File: config.mk
export PLATFORM = sky130hd
export DESIGN_NAME = stki_cell
export DESIGN_NICKNAME = d
export VERILOG_FILES = /design/src/rtl/stki_pkg.sv /design/src/rtl/stki_cell.sv
export SDC_FILE = /design/constraint.sdc
export NUM_CORES = 1
export LEC_CHECK = 0
export BUFFER_PORTS_ARGS = -buffer_cell sky130_fd_sc_hd__buf_2
export CAP_MARGIN = 20
export CORE_AREA = 5 5 90 92
export DETAILED_ROUTE_END_ITERATION = 8
export DIE_AREA = 0 0 95 97
export PLACE_DENSITY = 0.77
export SETUP_SLACK_MARGIN = 0.3
export SLEW_MARGIN = 40
export SYNTH_ARGS = -nofsm -noshare
export SYNTH_HDL_FRONTEND = slang
export SYNTH_SLANG_ARGS = --single-unit
File: constraint.sdc
create_clock -name clk -period 2.9 [get_ports clk]
set_clock_uncertainty 0.15 [all_clocks]
set_input_delay 0.29 -clock clk [delete_from_list [all_inputs] [get_ports clk]]
set_output_delay 0.29 -clock clk [all_outputs]
set_load 0.01 [all_outputs]
File: src/rtl/stki_pkg.sv
// Package for the sorted top-k insertion block: sizes and the link type between cells.
`default_nettype none
package stki_pkg;
	localparam int DEPTH   = 64;
	localparam int TAG_W   = 16;
	localparam int SCORE_W = 32;
	localparam int RANK_W  = 7;

	// Data and compare flag that one cell hands to the cell below it.
	typedef struct packed {
		logic signed [SCORE_W-1:0] score;
		logic        [TAG_W-1:0]   tag;
		logic                      hit;
	} cell_link_t;
endpackage
`default_nettype wire

File: src/rtl/stki_cell.sv
// One slot of the sorted table: holds an entry, compares it and shifts or loads it.
`default_nettype none
module stki_cell import stki_pkg::*; (
	input  wire logic                      clk,
	input  wire logic                      arst_n,
	input  wire logic                      insert,
	input  wire logic signed [SCORE_W-1:0] new_score,
	input  wire logic        [TAG_W-1:0]   new_tag,
	input  wire logic                      last_cell,
	input  wire cell_link_t                up_link,
	output cell_link_t                     down_link,
	output logic                           ins
);
	logic signed [SCORE_W-1:0] score_q;
	logic        [TAG_W-1:0]   tag_q;
	logic                      hit;

	// The slot can take the new item when its own score is not greater; the last slot always can.
	assign hit       = last_cell | ~(score_q > new_score);
	assign ins       = hit & ~up_link.hit;
	assign down_link = '{score: score_q, tag: tag_q, hit: hit};

	always_ff @(posedge clk or negedge arst_n) begin
		if (!arst_n) begin
			score_q <= '0;
			tag_q   <= '0;
		end else if (insert) begin
			if (up_link.hit) begin
				score_q <= up_link.score;
				tag_q   <= up_link.tag;
			end else if (hit) begin
				score_q <= new_score;
				tag_q   <= new_tag;
			end
		end
	end
endmodule
`default_nettype wire

* Word level (Yosys, flattened, before mapping)
Index checks and enable logic that the tools add are counted.
Cells by class: $add $sub $neg 0, $mul 0, divide/modulo/power cells 0, order comparisons 1, eq/ne operators 0, shift operators 0, mux-type cells 4, bitwise logic cells 4, reduce and logical (&&, ||, !) cells 2
Operators by type and width (count):
- 2-to-1 mux 32 bit | 2
- greater-than comparator 32 bit | 1
- 2-to-1 mux 16 bit | 2
- inverter 1 bit | 2
- AND reduction 2 bit | 1
- nonzero test 2 bit | 1
- bitwise AND 1 bit | 1
- bitwise OR 1 bit | 1
Storage, ports and cells: bits in registers 48, latch bits 0, RAM bits 0, ROM bits 0, bits of input ports 101, output and inout bits 50, word-level logic and storage cells 13, memories kept 0

* Depth between registers and ports, before layout
word-level depth 5, gate-level depth with buffers 11, mapped depth without buffers 9

* Worst setup path after synthesis
Ideal clock, no wire load.
path type reg-to-reg, from register score_q[31], to register score_q[20], setup time 127 ps, arrival 2477 ps, required time 2623 ps, setup slack 145 ps, cell stages (with the launch flop) 11, buffers on the path 2, period minus slack after synthesis 2755 ps, cells stage by stage dfrtp_1 ha_1 nand4_1 nor4_2 a31oi_1 nand3b_1 o22ai_1 nor3b_2 buf_4 buf_6 mux2_1
On the way: longest elaborated chain between the ends 5
Ends and longest elaborated chain:
- start: declaration | RTL line stki_cell.sv:14 | logic signed [SCORE_W-1:0] score_q;
- start signal: assignment | RTL line stki_cell.sv:29 | score_q <= up_link.score;
- start signal: assignment | RTL line stki_cell.sv:32 | score_q <= new_score;
- greater-than comparator 32 bit | RTL line stki_cell.sv:19 | assign hit = last_cell | ~(score_q > new_score);
- inverter 1 bit | RTL line stki_cell.sv:19
- bitwise OR 1 bit | RTL line stki_cell.sv:19
- nonzero test 2 bit (no source line)
- AND reduction 2 bit (no source line)
No other way between the ends. A chain may end at the register's enable or synchronous reset.

* Worst setup path in the final report
from register score_q[27], to register tag_q[15]
On the way: longest elaborated chain between the ends 5
Ends and longest elaborated chain:
- greater-than comparator 32 bit | RTL line stki_cell.sv:19
- inverter 1 bit | RTL line stki_cell.sv:19
- bitwise OR 1 bit | RTL line stki_cell.sv:19
- nonzero test 2 bit (no source line)
- AND reduction 2 bit (no source line)
- end signal: assignment | RTL line stki_cell.sv:30 | tag_q <= up_link.tag;
- end signal: assignment | RTL line stki_cell.sv:33 | tag_q <= new_tag;
- end: declaration | RTL line stki_cell.sv:15 | logic [TAG_W-1:0] tag_q;
No other way between the ends.

==> metrics.yaml <==
synthesis:
  ys_warn_count: 0
  yosys-top-cells-count: "48 x dfrtp_1, 44 x mux2_2, 38 x nand2_1"
  yosysTopAreaCell: "dfrtp_1"
  ys_async_sr_fraction_pct: 100
  synth-edff-count: 0
  ys_types: 34
  synth_nets: 445
  synth_ff_type: "dfrtp_1"
  synthTopCellsByArea: "dfrtp_1 38%, mux2_2 16%, ha_1 13%"
  postSynthAreaPerCell_um2: 10.1
  syn-cell-area_um2: 3150
  syn_inst: 312
  yosysMostFrequentCell: "dfrtp_1"
  synth-seq-area-share_pct: 38.2
  synth_top_area_share_pct: 38.2
  ys_seq_elements: 48
final_layout:
  fin_util_pct: 65.8
  final_layout_size_suffix_gt1_share_pct: 55.0
  area_growth_pct: 49.3
  nets: 622
drt:
  met2_length_um: 4820
  first_pass_iters: 4
  wl_per_cell_um: 15.7
  antenna_left: 0
  drtIter0Drc: 118
  wl_met3_um: 555
  via_count: 2986
  highest_layer: "met4"
  drcViolationCount: 0
  vias_per_cell: 5.07
  wl_um: 9220
  met1Wirelength_um: 3730
clock_tree:
  cts_tree: "built"
  clk_path_buf_depth: 2
  h-tree-depth: 2
  clk_latency_ns: 0.30
  clock-sinks: 48
  cts_root_buf: "clkbuf_8"
  clkTransAtPathRegs_ns: 0.09
  cts-buffers-inserted: 5
worst_setup_path:
  required_ns: 2.93
  worst-setup-path-type: "flip-flop to flip-flop"
  critPathMaxFanout: 5
  critPathCaptureType: "flip-flop"
  cp.arrival_ns: 2.87
  startpoint_type: "flip-flop"
pwr:
  switchingPower_w: 0.000828
  leakagePower_nw: 2.48
  swShare_pct: 34.2
  p_int_w: 0.00159
  comb_power_share_pct: 46.0
  p_seq_share_pct: 38.0
  power_density_nw_per_um2: 515
  ir_drop_mv: 0.268
  pwr-share-clk_pct: 16.0
sta:
  fin_crit_ns: 2.84
  rsz0062_at_grt: "true"
  worstMarginPinSlew_ns: 0.638
  fin_ws_ns: 0.0581
  finalHoldViolCount: 0
  drv_slew: 0
  fmax_ghz: 0.352
  holdWs_ns: 0.167
  setup_viol: 0
  finalCritPeriodShare_pct: 98.0
  max_slew_margin_pct: 57.5
grt:
  antenna_found_initial: 0
  grt_pass1_wl_um: 14000
  grt-ovfl-total: 0
  grt_max_degree: 60
  grt_pass1_vias: 3124
  grt_util_all_layers_pct: 18.7
flow_run:
  max_cap_violations: 0
floorplanning:
  dieHeight_um: 97
  rows: 31
  core_area_um2: 7140
  die-area_um2: 9220
  io-pin-count: 151
  start_util_pct: 44.1
  die_x_um: 95
place:
  place_ws_ns: -0.0770
  port_buffers: 150
  globalplace.congestion: 0.784
  hpwl_um: 6370
status:
  status: "finished clean"
hold_path:
  hold_path_class: "primary input to flip-flop"
metal layers:
| layer | track usage (%) | vias up |
|---|---|---|
| met5 | 0 | - |
| met4 | 6.22 | 0 |
| met3 | 4.34 | 11 |
| met2 | 32.9 | 100 |
| met1 | 21.9 | 1424 |
| li1 | - | 1451 |
cells by family after synthesis:
| kind of cell | share of synthesized area (%) |
|---|---|
| and+or+nand+nor | 8.75 |
| muxes | 23.2 |
| adders and majority gates | 12.7 |
| xor gates and xnor gates | 0.278 |
| DFF | 38.2 |
| AOI/OAI and AO/OA | 10.3 |
| buffers and inverters | 6.64 |
worst max-delay path: stages (launching register included):
cell and delay (ns):
dfrtp_1 0.43, ha_4 0.29, nand4_1 0.19, nor4_4 0.36, a31oi_2 0.16, nand3b_1 0.14, o22ai_2 0.09, nor3b_4 0.26
buf_6 0.18, clkbuf_16 0.16, mux2_2 0.33
through the flow:
step                      setup TNS, ns  power [W]  cell area, µm²  std cells
after CTS                             0    0.00227            4400        576
final                                 0    0.00242            4700        589
after detailed placement          -1.97    0.00178            4050        552
after global placement                0    0.00175            4050        552
after floorplan                       0    0.00143            3190        312
after global routing              -1.07    0.00258            4690        588
cell usage in the layout, fill, tap and decap left out, types with 2 or more instances in the layout:
cell type / n
a21o_1: 3
nand3_1: 4
dfrtp_1: 48
buf_16: 2
ha_1: 23
a21oi_1: 14
mux2_1: 4
buf_4: 24
nand4_1: 7
clkbuf_16: 3
clkbuf_8: 5
mux2_2: 35
nand2_1: 38
inv_1: 34
o21ai_0: 33
mux2_4: 24
buf_6: 4
mux2i_1: 2
nor2b_1: 2
buf_2: 149
ha_4: 9
path summary, 6_finish.rpt:
path / from / to / slack (ns) / cells past startpoint
min: up_link[17] / score_q[0] / 0.17 / 3
max: score_q[27] / tag_q[15] / 0.06 / 10
min reg2reg: tag_q[11] / tag_q[11] / 0.36 / 1
max reg2reg: score_q[27] / tag_q[15] / 0.06 / 10
min in group asynchronous: arst_n / score_q[23] / 0.39 / 2
max in group asynchronous: arst_n / score_q[28] / 1.76 / 2
power groups by stage:
stage          registers (W)  clock network (W)  logic, W
2_1_floorplan       0.000983                  0  0.000447
3_3_place_gp        0.000919                  0  0.000828
3_5_place_dp        0.000925                  0  0.000854
4_1_cts             0.000910           0.000400  0.000962
5_1_grt             0.000937           0.000424   0.00122
6_report            0.000918           0.000386   0.00111
registers in the layout, indices dropped and copies added, names as in the netlist:
| register | flops |
|---|---|
| score_q | 32 |
| tag_q | 16 |
area by class of cell:
cell class | instances | area (µm²)
inverters | 34 | 128
repair buffers | 185 | 1150
well taps | 99 | 124
clock inverters | 1 | 5.00
flip-flops and latches | 48 | 1200
fillers | 602 | 2440
clock buffers | 6 | 72.6
diodes | 1 | 2.50
multi-input cells | 215 | 2020
repair_timing:
action | 4_1_cts | 5_1_grt
buffers inserted | 14 | 8
gates cloned | 2 | 4
endpoints found under the setup margin | 50 | 50
hold endpoints to repair | 48 | 0
hold buffers | 1 | 0
resized for setup | 17 | 31
pin swaps | 11 | 11
(Power assumes the default switching activity.)
